File: src/sv/sips_pkg.sv
// Package for the sorted index pair set block.
// Holds operation, status and cell control codes used by the cell and the top level.
// Depends on nothing.
package sips_pkg;

  localparam int FUNC_W = 2;
  localparam int STAT_W = 3;
  localparam int PLANE_IDX_W = 11;
  localparam int VAR_IDX_W = 5;
  localparam int POS_W = 5;
  localparam int PLIM_W = 10;
  localparam int DIM_W = 5;

  typedef logic [FUNC_W-1:0] func_t;
  localparam func_t FUNC_INSERT = 2'd0;
  localparam func_t FUNC_DELETE = 2'd1;
  localparam func_t FUNC_CLEAR = 2'd2;

  typedef logic [STAT_W-1:0] stat_t;
  localparam stat_t STAT_SKIPPED = 3'd0;
  localparam stat_t STAT_INSERTED = 3'd1;
  localparam stat_t STAT_PRESENT = 3'd2;
  localparam stat_t STAT_REMOVED = 3'd3;
  localparam stat_t STAT_ABSENT = 3'd4;
  localparam stat_t STAT_FULL = 3'd5;
  localparam stat_t STAT_RANGE = 3'd6;

  typedef logic [1:0] cell_mode_t;
  localparam cell_mode_t MODE_HOLD = 2'd0;
  localparam cell_mode_t MODE_INS = 2'd1;
  localparam cell_mode_t MODE_DEL = 2'd2;
  localparam cell_mode_t MODE_ROT = 2'd3;

  typedef struct packed {
    cell_mode_t mode;
    logic       occupied;
  } cell_ctrl_t;

endpackage

File: src/sv/sips_cell.sv
// One list cell of the sorted index pair set: holds one entry.
// Compares against the key, shifts with its neighbors and rotates for readout.
// Depends on sips_pkg.
module sips_cell #(
  parameter int W = 10
) (
  input  logic                 clk,
  input  sips_pkg::cell_ctrl_t ctrl,
  input  logic [W-1:0]         key,
  input  logic [W-1:0]         prev_val,
  input  logic                 prev_lt,
  input  logic [W-1:0]         next_val,
  output logic [W-1:0]         val,
  output logic                 lt,
  output logic                 eq
);

  logic [W-1:0] val_r;
  logic [W-1:0] val_nxt;

  assign val = val_r;
  assign lt = ctrl.occupied && (val_r < key);
  assign eq = ctrl.occupied && (val_r == key);

  always_comb begin
    unique case (ctrl.mode)
      sips_pkg::MODE_INS: begin
        if (lt) begin
          val_nxt = val_r;
        end else if (prev_lt) begin
          val_nxt = key;
        end else begin
          val_nxt = prev_val;
        end
      end
      sips_pkg::MODE_DEL: begin
        val_nxt = lt ? val_r : next_val;
      end
      sips_pkg::MODE_ROT: begin
        val_nxt = next_val;
      end
      default: begin
        val_nxt = val_r;
      end
    endcase
  end

  always_ff @(posedge clk) begin
    val_r <= val_nxt;
  end

endmodule

File: src/sv/sorted_index_pair_set.sv
// Top level of the sorted index pair set: control, registers and two cell rows.
// Depends on sips_pkg and sips_cell.
//
// Usage: an operation is one transaction on start/busy with in_func,
// in_plane_index and in_var_index; it is taken when start is high and busy
// is low. Two sorted lists live in rows of cells, one entry per cell. The
// operation is applied to all cells together in S_OP, after which the rows
// rotate one cell per cycle and cell 0 is read out. Results appear on the
// out_ ports, one per cycle with out_valid high, positions 0 to the
// effective dimension, the last marked by out_last.
// After acceptance the S_OP state applies the operation and the S_DUMP state
// follows; busy stays high through both and drops once the full rotation of
// the cell rows and the last result are both done.
// The receiver cannot stall; every result is shown for exactly one cycle.
// The APB port holds plane_limit at address 0 and dimension at address 4;
// a write to either empties both lists and must be made while idle.
// Reset restores plane_limit to 1023 and dimension to 16 and empties the
// lists; no clearing pass is needed.
module sorted_index_pair_set #(
  parameter int MAX_DIM = 16,
  parameter int MAX_PLANES = 1023
) (
  input  logic                               clk,
  input  logic                               rst_n,
  input  logic                               psel,
  input  logic                               penable,
  input  logic                               pwrite,
  input  logic [2:0]                         paddr,
  input  logic [31:0]                        pwdata,
  output logic [31:0]                        prdata,
  output logic                               pready,
  input  logic                               start,
  output logic                               busy,
  input  logic [sips_pkg::FUNC_W-1:0]        in_func,
  input  logic [sips_pkg::PLANE_IDX_W-1:0]   in_plane_index,
  input  logic [sips_pkg::VAR_IDX_W-1:0]     in_var_index,
  output logic                               out_valid,
  output logic [sips_pkg::POS_W-1:0]         out_position,
  output logic [sips_pkg::PLANE_IDX_W-1:0]   out_plane_entry,
  output logic [sips_pkg::VAR_IDX_W-1:0]     out_var_entry,
  output logic [sips_pkg::STAT_W-1:0]        out_plane_status,
  output logic [sips_pkg::STAT_W-1:0]        out_var_status,
  output logic [sips_pkg::POS_W-1:0]         out_plane_count,
  output logic [sips_pkg::POS_W-1:0]         out_var_count,
  output logic                               out_last
);

  localparam int FW = $clog2(MAX_DIM + 1);
  localparam int DIM_CAP = (MAX_DIM > 31) ? 31 : MAX_DIM;
  localparam int PLIM_CAP = (MAX_PLANES > 1023) ? 1023 : MAX_PLANES;
  localparam int PW = sips_pkg::PLIM_W;
  localparam int VW = sips_pkg::VAR_IDX_W;

  localparam logic [1:0] S_IDLE = 2'd0;
  localparam logic [1:0] S_OP = 2'd1;
  localparam logic [1:0] S_DUMP = 2'd2;

  logic [1:0]                        state_r, state_nxt;
  logic [PW-1:0]                     plim_r;
  logic [sips_pkg::DIM_W-1:0]        dim_r;
  logic [FW-1:0]                     pfill_r, pfill_nxt;
  logic [FW-1:0]                     vfill_r, vfill_nxt;
  logic [FW-1:0]                     step_r, step_nxt;
  sips_pkg::func_t                   func_r;
  logic [sips_pkg::PLANE_IDX_W-1:0]  pkey_r;
  logic [VW-1:0]                     vkey_r;
  sips_pkg::stat_t                   pstat_r, pstat_nxt;
  sips_pkg::stat_t                   vstat_r, vstat_nxt;

  logic                              out_valid_r;
  logic [sips_pkg::POS_W-1:0]        out_position_r;
  logic [sips_pkg::PLANE_IDX_W-1:0]  out_plane_entry_r;
  logic [VW-1:0]                     out_var_entry_r;
  logic                              out_last_r;

  logic [sips_pkg::DIM_W-1:0]        eff_dim;
  logic [PW-1:0]                     eff_plim;
  logic [sips_pkg::PLANE_IDX_W-1:0]  pmark;
  logic [VW:0]                       vmark;

  logic [PW-1:0]                     plane_val [MAX_DIM];
  logic [VW-1:0]                     var_val [MAX_DIM];
  logic [MAX_DIM-1:0]                plane_lt, plane_eq, var_lt, var_eq;
  sips_pkg::cell_mode_t              pmode, vmode;

  logic                              accept, cfg_wr, is_op, is_del;
  logic                              emit, rotate, done;

  assign accept = start && (state_r == S_IDLE);
  assign busy = (state_r != S_IDLE);
  assign cfg_wr = psel && penable && pwrite;
  assign pready = 1'b1;
  assign prdata = paddr[2] ? {27'd0, dim_r} : {22'd0, plim_r};

  always_comb begin
    if (dim_r == '0) begin
      eff_dim = 5'd1;
    end else if (dim_r > 5'(DIM_CAP)) begin
      eff_dim = 5'(DIM_CAP);
    end else begin
      eff_dim = dim_r;
    end
    if (plim_r == '0) begin
      eff_plim = 10'd1;
    end else if (plim_r > 10'(PLIM_CAP)) begin
      eff_plim = 10'(PLIM_CAP);
    end else begin
      eff_plim = plim_r;
    end
  end

  assign pmark = {1'b0, eff_plim} + 11'd1;
  assign vmark = {1'b0, eff_dim} + 6'd1;

  for (genvar k = 0; k < MAX_DIM; k++) begin : g_cells
    sips_pkg::cell_ctrl_t pctrl, vctrl;
    assign pctrl.mode = pmode;
    assign pctrl.occupied = (pfill_r > FW'(k));
    assign vctrl.mode = vmode;
    assign vctrl.occupied = (vfill_r > FW'(k));

    sips_cell #(.W(PW)) u_pcell (
      .clk      (clk),
      .ctrl     (pctrl),
      .key      (pkey_r[PW-1:0]),
      .prev_val (plane_val[(k + MAX_DIM - 1) % MAX_DIM]),
      .prev_lt  ((k == 0) ? 1'b1 : plane_lt[(k + MAX_DIM - 1) % MAX_DIM]),
      .next_val (plane_val[(k + 1) % MAX_DIM]),
      .val      (plane_val[k]),
      .lt       (plane_lt[k]),
      .eq       (plane_eq[k])
    );

    sips_cell #(.W(VW)) u_vcell (
      .clk      (clk),
      .ctrl     (vctrl),
      .key      (vkey_r),
      .prev_val (var_val[(k + MAX_DIM - 1) % MAX_DIM]),
      .prev_lt  ((k == 0) ? 1'b1 : var_lt[(k + MAX_DIM - 1) % MAX_DIM]),
      .next_val (var_val[(k + 1) % MAX_DIM]),
      .val      (var_val[k]),
      .lt       (var_lt[k]),
      .eq       (var_eq[k])
    );
  end

  assign is_op = (func_r == sips_pkg::FUNC_INSERT) || (func_r == sips_pkg::FUNC_DELETE);
  assign is_del = (func_r == sips_pkg::FUNC_DELETE);
  assign emit = (8'(step_r) <= 8'(eff_dim));
  assign rotate = (8'(step_r) < 8'(MAX_DIM));
  assign done = (8'(step_r) >= 8'(eff_dim)) && (8'(step_r) >= 8'(MAX_DIM - 1));

  always_comb begin
    state_nxt = state_r;
    step_nxt = step_r;
    pfill_nxt = pfill_r;
    vfill_nxt = vfill_r;
    pstat_nxt = pstat_r;
    vstat_nxt = vstat_r;
    pmode = sips_pkg::MODE_HOLD;
    vmode = sips_pkg::MODE_HOLD;
    unique case (state_r)
      S_IDLE: begin
        if (accept) begin
          state_nxt = S_OP;
        end
      end
      S_OP: begin
        pstat_nxt = sips_pkg::STAT_SKIPPED;
        vstat_nxt = sips_pkg::STAT_SKIPPED;
        if (is_op) begin
          if (pkey_r > pmark) begin
            pstat_nxt = sips_pkg::STAT_RANGE;
          end else if (pkey_r == pmark) begin
            pstat_nxt = sips_pkg::STAT_SKIPPED;
          end else if (is_del) begin
            pstat_nxt = (|plane_eq) ? sips_pkg::STAT_REMOVED : sips_pkg::STAT_ABSENT;
          end else if (|plane_eq) begin
            pstat_nxt = sips_pkg::STAT_PRESENT;
          end else if (8'(pfill_r) >= 8'(eff_dim)) begin
            pstat_nxt = sips_pkg::STAT_FULL;
          end else begin
            pstat_nxt = sips_pkg::STAT_INSERTED;
          end
          if ({1'b0, vkey_r} > vmark) begin
            vstat_nxt = sips_pkg::STAT_RANGE;
          end else if ({1'b0, vkey_r} == vmark) begin
            vstat_nxt = sips_pkg::STAT_SKIPPED;
          end else if (is_del) begin
            vstat_nxt = (|var_eq) ? sips_pkg::STAT_REMOVED : sips_pkg::STAT_ABSENT;
          end else if (|var_eq) begin
            vstat_nxt = sips_pkg::STAT_PRESENT;
          end else if (8'(vfill_r) >= 8'(eff_dim)) begin
            vstat_nxt = sips_pkg::STAT_FULL;
          end else begin
            vstat_nxt = sips_pkg::STAT_INSERTED;
          end
        end else if (func_r == sips_pkg::FUNC_CLEAR) begin
          pfill_nxt = '0;
          vfill_nxt = '0;
        end
        if (pstat_nxt == sips_pkg::STAT_INSERTED) begin
          pmode = sips_pkg::MODE_INS;
          pfill_nxt = pfill_r + FW'(1);
        end else if (pstat_nxt == sips_pkg::STAT_REMOVED) begin
          pmode = sips_pkg::MODE_DEL;
          pfill_nxt = pfill_r - FW'(1);
        end
        if (vstat_nxt == sips_pkg::STAT_INSERTED) begin
          vmode = sips_pkg::MODE_INS;
          vfill_nxt = vfill_r + FW'(1);
        end else if (vstat_nxt == sips_pkg::STAT_REMOVED) begin
          vmode = sips_pkg::MODE_DEL;
          vfill_nxt = vfill_r - FW'(1);
        end
        step_nxt = '0;
        state_nxt = S_DUMP;
      end
      S_DUMP: begin
        if (rotate) begin
          pmode = sips_pkg::MODE_ROT;
          vmode = sips_pkg::MODE_ROT;
        end
        step_nxt = step_r + FW'(1);
        if (done) begin
          state_nxt = S_IDLE;
        end
      end
      default: begin
        state_nxt = S_IDLE;
      end
    endcase
    if (cfg_wr) begin
      pfill_nxt = '0;
      vfill_nxt = '0;
    end
  end

  always_ff @(posedge clk) begin
    if (!rst_n) begin
      state_r <= S_IDLE;
      plim_r <= 10'd1023;
      dim_r <= 5'd16;
      pfill_r <= '0;
      vfill_r <= '0;
      step_r <= '0;
      out_valid_r <= 1'b0;
    end else begin
      state_r <= state_nxt;
      pfill_r <= pfill_nxt;
      vfill_r <= vfill_nxt;
      step_r <= step_nxt;
      out_valid_r <= (state_r == S_DUMP) && emit;
      if (cfg_wr) begin
        if (paddr[2]) begin
          dim_r <= pwdata[4:0];
        end else begin
          plim_r <= pwdata[9:0];
        end
      end
    end
  end

  always_ff @(posedge clk) begin
    pstat_r <= pstat_nxt;
    vstat_r <= vstat_nxt;
    if (accept) begin
      func_r <= in_func;
      pkey_r <= in_plane_index;
      vkey_r <= in_var_index;
    end
    if ((state_r == S_DUMP) && emit) begin
      out_position_r <= 5'(step_r);
      out_plane_entry_r <= (8'(step_r) < 8'(pfill_r)) ? {1'b0, plane_val[0]} : pmark;
      out_var_entry_r <= (8'(step_r) < 8'(vfill_r)) ? var_val[0] : vmark[VW-1:0];
      out_last_r <= (8'(step_r) == 8'(eff_dim));
    end
  end

  assign out_valid = out_valid_r;
  assign out_position = out_position_r;
  assign out_plane_entry = out_plane_entry_r;
  assign out_var_entry = out_var_entry_r;
  assign out_plane_status = pstat_r;
  assign out_var_status = vstat_r;
  assign out_plane_count = 5'(pfill_r);
  assign out_var_count = 5'(vfill_r);
  assign out_last = out_last_r;

endmodule

File: config.mk
export PLATFORM = sky130hd
export DESIGN_NAME = sorted_index_pair_set
export DESIGN_NICKNAME = d
export VERILOG_FILES = /design/src/sv/sips_pkg.sv /design/src/sv/sips_cell.sv /design/src/sv/sorted_index_pair_set.sv
export SDC_FILE = /design/constraint.sdc
export NUM_CORES = 1
export LEC_CHECK = 0
export ABC_AREA = 0
export BUFFER_PORTS_ARGS = -buffer_cell sky130_fd_sc_hd__buf_2
export CORE_ASPECT_RATIO = 2
export CORE_MARGIN = 2
export CORE_UTILIZATION = 50
export CTS_BUF_LIST = sky130_fd_sc_hd__clkbuf_8
export CTS_CLUSTER_DIAMETER = 40
export DETAILED_ROUTE_END_ITERATION = 6
export GPL_ROUTABILITY_DRIVEN = 0
export PLACE_DENSITY_LB_ADDON = 0.05
export REMOVE_ABC_BUFFERS = 1
export SYNTH_ARGS = -nofsm -noshare
export SYNTH_HDL_FRONTEND = slang
export SYNTH_SLANG_ARGS = --single-unit
File: constraint.sdc
create_clock -name clk -period 8.9 [get_ports clk]
set_input_delay 1.335 -clock clk [delete_from_list [all_inputs] [get_ports clk]]
set_output_delay 1.335 -clock clk [all_outputs]
set_load 0.01 [all_outputs]
After elaboration in Yosys (flattened, before gate mapping)
Cells that the tools add are included.

Register bits: 319. Latch bits: 0. Bits in writable memories: 0. Memory bits (read-only): 0. Bits of input ports: 59. Output and inout port bits: 73. Logic and storage cells: 537. Memories kept: 0.

Add/subtract/negate cells: 7. $mul: 0. Divide/modulo/power cells: 0. Order comparisons: 76. Equal/unequal tests: 117. Shift operators: 0. Multiplexer cells: 166. Bitwise operators: 2. Reduce and logical (&&, ||, !) cells: 120.

Operator list (number): $mux W10 (51); $pmux W10 S3 (16); $mux W5 (56); $pmux W5 S3 (16); $eq A10 B10 Y1 (16); $lt A10 B10 Y1 (16); $ne A2 B2 Y1 const B (66); $reduce_and A3 Y1 (34); $lt A5 B5 Y1 (18); $eq A5 B5 Y1 (17); $gt A5 B4 Y1 const B (16); $logic_and A1 B1 Y1 (69); $mux W3 (16); $gt A5 B3 Y1 const B (8); $reduce_or A16 Y1 (2); $gt A5 B1 Y1 const B (4); $gt A5 B2 Y1 const B (4); $add A5 B1 Y5 const B (3); $ge A5 B5 Y1 (3); $mux W2 (7); $eq A2 B2 Y1 const B (6); $reduce_bool A3 Y1 (4); $add A10 B1 Y11 const B (1); $eq A11 B11 Y1 (1); other kinds (25) (38).

Logic depth before layout (Yosys ltp)
Word-level depth: 18. Depth in mapped cells: 21. Mapped depth without buffers: 18.

By module
From an unflattened synthesis, not the netlist that was laid out.

Cells, all modules: 2616. Area total of the unflattened synthesis: 24571.1 um^2.

Modules (own cells, without submodules): sips_cell at g_cells[0].u_pcell ... (times used 16, cells an instance 80, area an instance 783.3 um^2); sips_cell at g_cells[0].u_vcell ... (times used 16, cells an instance 45, area an instance 407.9 um^2); sorted_index_pair_set (times used 1, cells an instance 616, area an instance 5512.8 um^2).

Worst setup path before layout
No wires, ideal clock.

Kind: reg2reg. From: reg plim_r[5]. To: reg g_cells[0].u_pcell.val_r[0], enable pin. Data arrival time: 3723 ps. Slack: 4797 ps. Cell stages (with the launch flop): 20. Buffers on the path: 1. Cells stage by stage: dfxtp_1 clkbuf_1 nor4_1 a31oi_1 inv_1 ha_1 nand2_1 nor2_2 nand3_1 xor2_1 ha_1 and4_1 nand4_1 nor2_1 and2_1 or2_2 nor2_1 nand3_2 a21bo_2 a21oi_1.

Cells in the longest elaborated chain, start to end: 16.

RTL lines: start: declaration (RTL line sorted_index_pair_set.sv:59) `logic [PW-1:0] plim_r;`; start signal: assignment (RTL line sorted_index_pair_set.sv:258) `plim_r <= pwdata[9:0];`; $gt A10 B10 Y1 (RTL line sorted_index_pair_set.sv:105) `end else if (plim_r > 10'(PLIM_CAP)) begin`; $mux W10 (RTL line sorted_index_pair_set.sv:105); $mux W10 (*) (RTL line sorted_index_pair_set.sv:103) `if (plim_r == '0) begin`; $add A10 B1 Y11 (*) (RTL line sorted_index_pair_set.sv:112) `assign pmark = {1'b0, eff_plim} + 11'd1;`; branches (longest 2 deep; another with $gt A11 B11 Y1); $mux W3 (*) (RTL line sorted_index_pair_set.sv:172) `if (pkey_r > pmark) begin`; $mux W3 (*) (RTL line sorted_index_pair_set.sv:171) `if (is_op) begin`; $mux W3 (*) (RTL line sorted_index_pair_set.sv:162) `unique case (state_r)`; $eq A3 B2 Y1 (RTL line sorted_index_pair_set.sv:205) `end else if (pstat_nxt == sips_pkg::STAT_REMOVED) begin`; $mux W2 (RTL line sorted_index_pair_set.sv:205); $mux W2 (*) (RTL line sorted_index_pair_set.sv:202) `if (pstat_nxt == sips_pkg::STAT_INSERTED) begin`; $pmux W2 S2 (*) (RTL line sorted_index_pair_set.sv:162); $eq A2 B2 Y1 or $eq A2 B1 Y1 (tied branches) (RTL line sips_cell.sv:26) `unique case (ctrl.mode)`; $ne A2 B2 Y1 (no line) or $reduce_bool A3 Y1 (tied branches); $reduce_and A3 Y1 (no line) (*); end signal: assignment (RTL line sips_cell.sv:49) `val_r <= val_nxt;`; end: declaration (RTL line sips_cell.sv:18) `logic [W-1:0] val_r;`.

Mark *: on every way between the ends. The select of a mux whose other input is x is not followed. A chain may end at the register's enable or synchronous reset.

Worst setup path in the final report
From: reg pkey_r[6] (netlist name). To: reg g_cells[15].u_pcell.val_r[1], data pin.

Cells in the longest elaborated chain, start to end: 15.

RTL lines: start: declaration (RTL line sorted_index_pair_set.sv:65) `logic [sips_pkg::PLANE_IDX_W-1:0] pkey_r;`; start signal: assignment (RTL line sorted_index_pair_set.sv:269) `pkey_r <= in_plane_index;`; $eq A10 B10 Y1 (RTL line sips_cell.sv:23) `assign eq = ctrl.occupied && (val_r == key);`; $logic_and A1 B1 Y1 (RTL line sips_cell.sv:23); $reduce_or A16 Y1 (RTL line sorted_index_pair_set.sv:177, sorted_index_pair_set.sv:178); $mux W3 (on tied branches) (RTL line sorted_index_pair_set.sv:178, sorted_index_pair_set.sv:177); $mux W3 (RTL line sorted_index_pair_set.sv:176) `end else if (is_del) begin`; $mux W3 (RTL line sorted_index_pair_set.sv:174) `end else if (pkey_r == pmark) begin`; $mux W3 (RTL line sorted_index_pair_set.sv:172); $mux W3 (RTL line sorted_index_pair_set.sv:171); $mux W3 (RTL line sorted_index_pair_set.sv:162); $eq A3 B2 Y1 (RTL line sorted_index_pair_set.sv:205); $mux W2 (RTL line sorted_index_pair_set.sv:205); $mux W2 (RTL line sorted_index_pair_set.sv:202); $pmux W2 S2 (RTL line sorted_index_pair_set.sv:162); $eq A2 B2 Y1 or $eq A2 B1 Y1 (tied branches) (RTL line sips_cell.sv:26); $pmux W10 S3 (*) (RTL line sips_cell.sv:26); net g_cells[15].u_pcell.val_nxt[1] (RTL line sips_cell.sv:19) `logic [W-1:0] val_nxt;`; end signal: assignment (RTL line sips_cell.sv:49); end: declaration (RTL line sips_cell.sv:18).

The timed path passes the listed nets; every way through them passes the cells marked *. The select of a mux whose other input is x is not followed.

==> results.txt <==
----------------------------------------------------
[Outcome]
  Status ... finished, final reports clean

[Clocking]
  Root buffer cell ... sky130_fd_sc_hd__clkbuf_8
  Max Buffers Root-to-Sink ... 3
  TritonCTS Buffers ... 51
  TritonCTS sink count ... 319
  Clock transition at the registers of the reported paths ... 0.07 ns
  TritonCTS clock tree ... yes
  Number of setup buffers added after CTS ... 0
  PostCTS Resize Cnt ... 0
  Number of buffers inserted by hold repair at cts ... 0
  Source-to-sink clock delay at the later pin of the worst-skew pair ... 0.64 ns
  # H-tree levels ... 2

[Setup path]
  Cell with the most instances on the worst path ... sky130_fd_sc_hd__buf_4
  Required time at the worst-slack endpoint ... 9.38 ns
  Reg2reg end ... g_cells[15].u_pcell.val[1]
  Critical path start-end classification ... register to register
  Element type at the critical path start ... register
  Slowest-stage cell, CP ... sky130_fd_sc_hd__edfxtp_1
  Worst endpoint data arrival time ... 6.59 ns
  FF-to-FF Start ... pkey_r[6]
  R2R Setup Slk ... 2.80 ns
  Largest stage delay on the critical path ... 0.97 ns
  Number of cell instances on the worst register-to-register path ... 13
  Maximum net fanout on the critical path ... 107
  Chain of cells forming the critical path ... inv_1 > buf_4 > ha_1 > nand4_1 > nor3_1 > a2111oi_2 > nand3_2 > nor4_4 > nor4b_1 > o21ai_4 > buf_4 > nor2_1 > a21oi_1
  Endpoint class of the critical path ... register

[GRT]
  Via count of the first global-routing pass ... 17800
  Global-route wire length before repair ... 107000 um
  Largest net degree at the start of global routing ... 108
  Number of antenna violations at the first check in global routing ... 3
  Sum of overflow across all layers after global routing ... 0
  Global router's overall resource usage ... 29.2%

[Synthesis]
  Syn. warnings ... 0
  Number of distinct library cells after synthesis ... 85
  Proportion of netlist area held by the largest area contributor ... 37.5%
  Sequential cell area fraction in the yosys report ... 40.4%
  Synthesized flop and latch total ... 319
  Largest area contributor in the netlist ... sky130_fd_sc_hd__edfxtp_1
  Avg Cell Area, Syn ... 9.53 um^2
  Most frequently used flop master after synthesis ... sky130_fd_sc_hd__edfxtp_1
  EDFF count, synth ... 286
  Largest cells by area after synthesis ... sky130_fd_sc_hd__edfxtp_1 38%, sky130_fd_sc_hd__ha_1 16%, sky130_fd_sc_hd__a21oi_1 8.9%
  Post-synthesis instance area ... 22900 um^2
  Share of async-settable or async-resettable flops after synthesis ... 0%
  Synthesized netlist cell count ... 2403

[Timing]
  Post-route minimum period ... 6.10 ns
  Worst slew margin relative to its limit ... 18.0%
  Hold violation total from the final report ... 0
  Final setup skew ... 0.0238 ns
  Fraction of the cycle the final worst path needs ... 68.6%
  Worst-margin pin slew ... 1.23 ns
  Fin. max-slew vios ... 0
  Worst hold-check slack ... 0.527 ns
  F_max ... 164 MHz
  Final setup violation count ... 0
  Unrepaired setup endpoints after global routing ... no

[Worst hold path]
  End point of the most critical hold path ... plim_r[8]
  Worst Hold Launch ... plim_r[8]
  Number of stages on the worst hold path ... 2
  Worst min-delay path class ... register to register

[Detailed routing]
  First DRT Iteration DRCs ... 1388
  First-pass detailed-route iteration total ... 7
  Via count ... 18400
  Final routed wirelength across all metal layers ... 70000 um
  DRC errors left ... 0
  Number of nets with antenna violations after detailed routing ... 0
  Vias per Instance ... 6.03
  Per-cell routed wire length ... 22.9 um

[Power]
  Combinational cell fraction of total power ... 36.7%
  Switching power of the nets ... 2.16 mW
  Flop pwr share ... 38.9%
  Power per Cell Area ... 226 nW/um^2
  Cell internal power dissipation ... 3.44 mW
  Reported leakage power ... 10.2 nW
  Worst supply voltage drop on vdd ... 0.159 mV
  Clock Power Share ... 24.5%
  Total Power ... 5.60 mW
  Fraction of power spent switching nets ... 38.5%

[Placed design]
  Instance count after placement with tap cells included ... 2962
  Detailed-placement wirelength estimate ... 49200 um
  Number of port buffers ... 84
  Post-Place Cell Area ... 23700 um^2

[Floorplanning]
  Std-Cell Core Area ... 45600 um^2
  Number of ports placed on the die boundary ... 132
  Total Die Area ... 47600 um^2
  Starting density of the core ... 50.3%
  Die W ... 155 um
  Site row count ... 111
  Height of the die ... 307 um

[Cells and area]
  Count of placed standard cells in the final layout, fillers left out ... 3054
  Filler instances ... 4234
  Post-layout utilization of the core ... 54.3%
  Fraction of final layout cells sized beyond drive strength 1 ... 10.5%
  Total number of nets in the final design ... 2805
  Final Instance Area ... 24800 um^2
  Syn-to-layout area delta ... 8.10%

[Job]
  Reported max-cap violation count ... 0

----------------------------------------------------
-- cells in the mapped netlist, drive strengths merged (4+ instances only) --
master,number
a21o,35
nand3,50
nor2,388
o21a,13
o211a,4
or2,5
or3,4
edfxtp,286
clkbuf,64
ha,296
o221ai,8
o22ai,5
nor4,4
xor2,7
buf,85
mux2i,138
mux2,26
o2111ai,5
a211oi,16
o21ai,82
xnor2,5
nor3b,6
inv,98
and2,6
o211ai,10
dfxtp,33
a41oi,5
nor3,24
a31oi,12
clkinv,5
a2111oi,9
and3,16
nand4,38
a21oi,410
o31ai,6
nor2b,50
nand2,93
nand2b,14
-- through the flow --
step,TNS [ns],setup WS [ns]
after global routing,0,2.48
after detailed placement,0,2.90
after floorplan,-11.04,-0.469
after global placement,0,2.93
final,0,2.80
after CTS,0,2.87
-- worst max path at each step --
stage | from | endpoint | slack, ns | cells past startpoint
2_1_floorplan | plim_r[5] | g_cells[0].u_pcell.val[1] | -0.47 | 17
6_report | pkey_r[6] | g_cells[15].u_pcell.val[1] | 2.80 | 13
4_1_cts | pkey_r[6] | g_cells[15].u_pcell.val[1] | 2.87 | 13
3_5_place_dp | pkey_r[6] | g_cells[15].u_pcell.val[1] | 2.90 | 13
5_1_grt | pkey_r[6] | g_cells[15].u_pcell.val[1] | 2.48 | 13
3_3_place_gp | pkey_r[6] | g_cells[15].u_pcell.val[1] | 2.93 | 13
-- worst max-delay path: cells and delay by family (launching register included) --
kind / cells / cell delay [ns]
compound gates: 3 / 1.44
flops: 1 / 0.97
fa+ha+maj: 1 / 0.33
simple gates: 6 / 1.35
buf+inv: 3 / 1.80
-- routing by layer --
layer	share of wire [%]	track usage, %	vias to the layer above	routed length, um
met5	0.030	0	-	21
met4	4.3	12.2	4	2990
met3	5.8	3.16	151	4060
met2	46	46.2	632	32000
met1	44	40.8	8775	30900
li1	-	-	8867	-
-- cells in the final DEF, fill, tap and decap left out, types with 12 or more instances in the layout --
| master | Yosys | layout |
|---|---|---|
| sky130_fd_sc_hd__edfxtp_1 | 286 | 286 |
| sky130_fd_sc_hd__conb_1 | 2 | 23 |
| sky130_fd_sc_hd__nand3_1 | 48 | 48 |
| sky130_fd_sc_hd__ha_1 | 296 | 296 |
| sky130_fd_sc_hd__buf_4 | 28 | 38 |
| sky130_fd_sc_hd__a31oi_1 | 12 | 12 |
| sky130_fd_sc_hd__clkinv_1 | 5 | 12 |
| sky130_fd_sc_hd__a21oi_1 | 407 | 406 |
| sky130_fd_sc_hd__mux2i_1 | 138 | 138 |
| sky130_fd_sc_hd__nand2_1 | 92 | 91 |
| sky130_fd_sc_hd__o21a_1 | 13 | 13 |
| sky130_fd_sc_hd__nor2b_1 | 50 | 50 |
| sky130_fd_sc_hd__mux2_2 | 25 | 25 |
| sky130_fd_sc_hd__nand4_1 | 38 | 38 |
| sky130_fd_sc_hd__inv_1 | 97 | 111 |
| sky130_fd_sc_hd__nand2b_1 | 14 | 14 |
| sky130_fd_sc_hd__nor3_1 | 22 | 22 |
| sky130_fd_sc_hd__nor2_1 | 379 | 379 |
| sky130_fd_sc_hd__dfxtp_1 | 33 | 33 |
| sky130_fd_sc_hd__buf_2 | 54 | 84 |
| sky130_fd_sc_hd__a211oi_1 | 14 | 14 |
| sky130_fd_sc_hd__a21o_1 | 35 | 35 |
| sky130_fd_sc_hd__o21ai_0 | 70 | 70 |
| sky130_fd_sc_hd__and3_1 | 16 | 16 |
| sky130_fd_sc_hd__clkbuf_8 | 0 | 59 |
-- area by class of cell --
cell class	instances	area, um^2	area share, %
Sequential cell	319	9250	37.4
Tap cell	565	707	2.86
Timing Repair Buffer	122	706	2.85
Inverter	103	387	1.56
Antenna cell	1	2.50	0.0101
Clock inverter	32	245	0.991
Multi-Input combinational cell	1853	12600	51.1
Clock buffer	59	812	3.28
-- power groups by stage --
stage	sequential (mW)	combinational [mW]	clock, mW
2_1_floorplan	2.14	1.42	0
3_3_place_gp	2.20	1.98	0
3_5_place_dp	2.20	2.02	0
4_1_cts	2.17	2.03	1.39
5_1_grt	2.19	2.30	1.44
6_report	2.18	2.05	1.37
-- cell families after synthesis --
family / share of synthesized area (%)
flip-flops: 40.4
AO/OA/AOI/OAI: 16.3
multiplexers: 7.33
adder cells (fa/ha/maj): 16.2
buffers and inverters: 4.92
XOR/XNOR: 0.557
AND/OR/NAND/NOR: 14.3
other: 0.0328
-- registers in the layout (all words and copies together) (netlist names), 10 cells and up --
| signal | cells |
|---|---|
| plim_r | 10 |
| out_plane_entry | 11 |
| g_cells.u_pcell.val | 160 |
| g_cells.u_vcell.val | 80 |
| pkey_r | 11 |
Note: power is estimated with default switching activity, not from simulation.
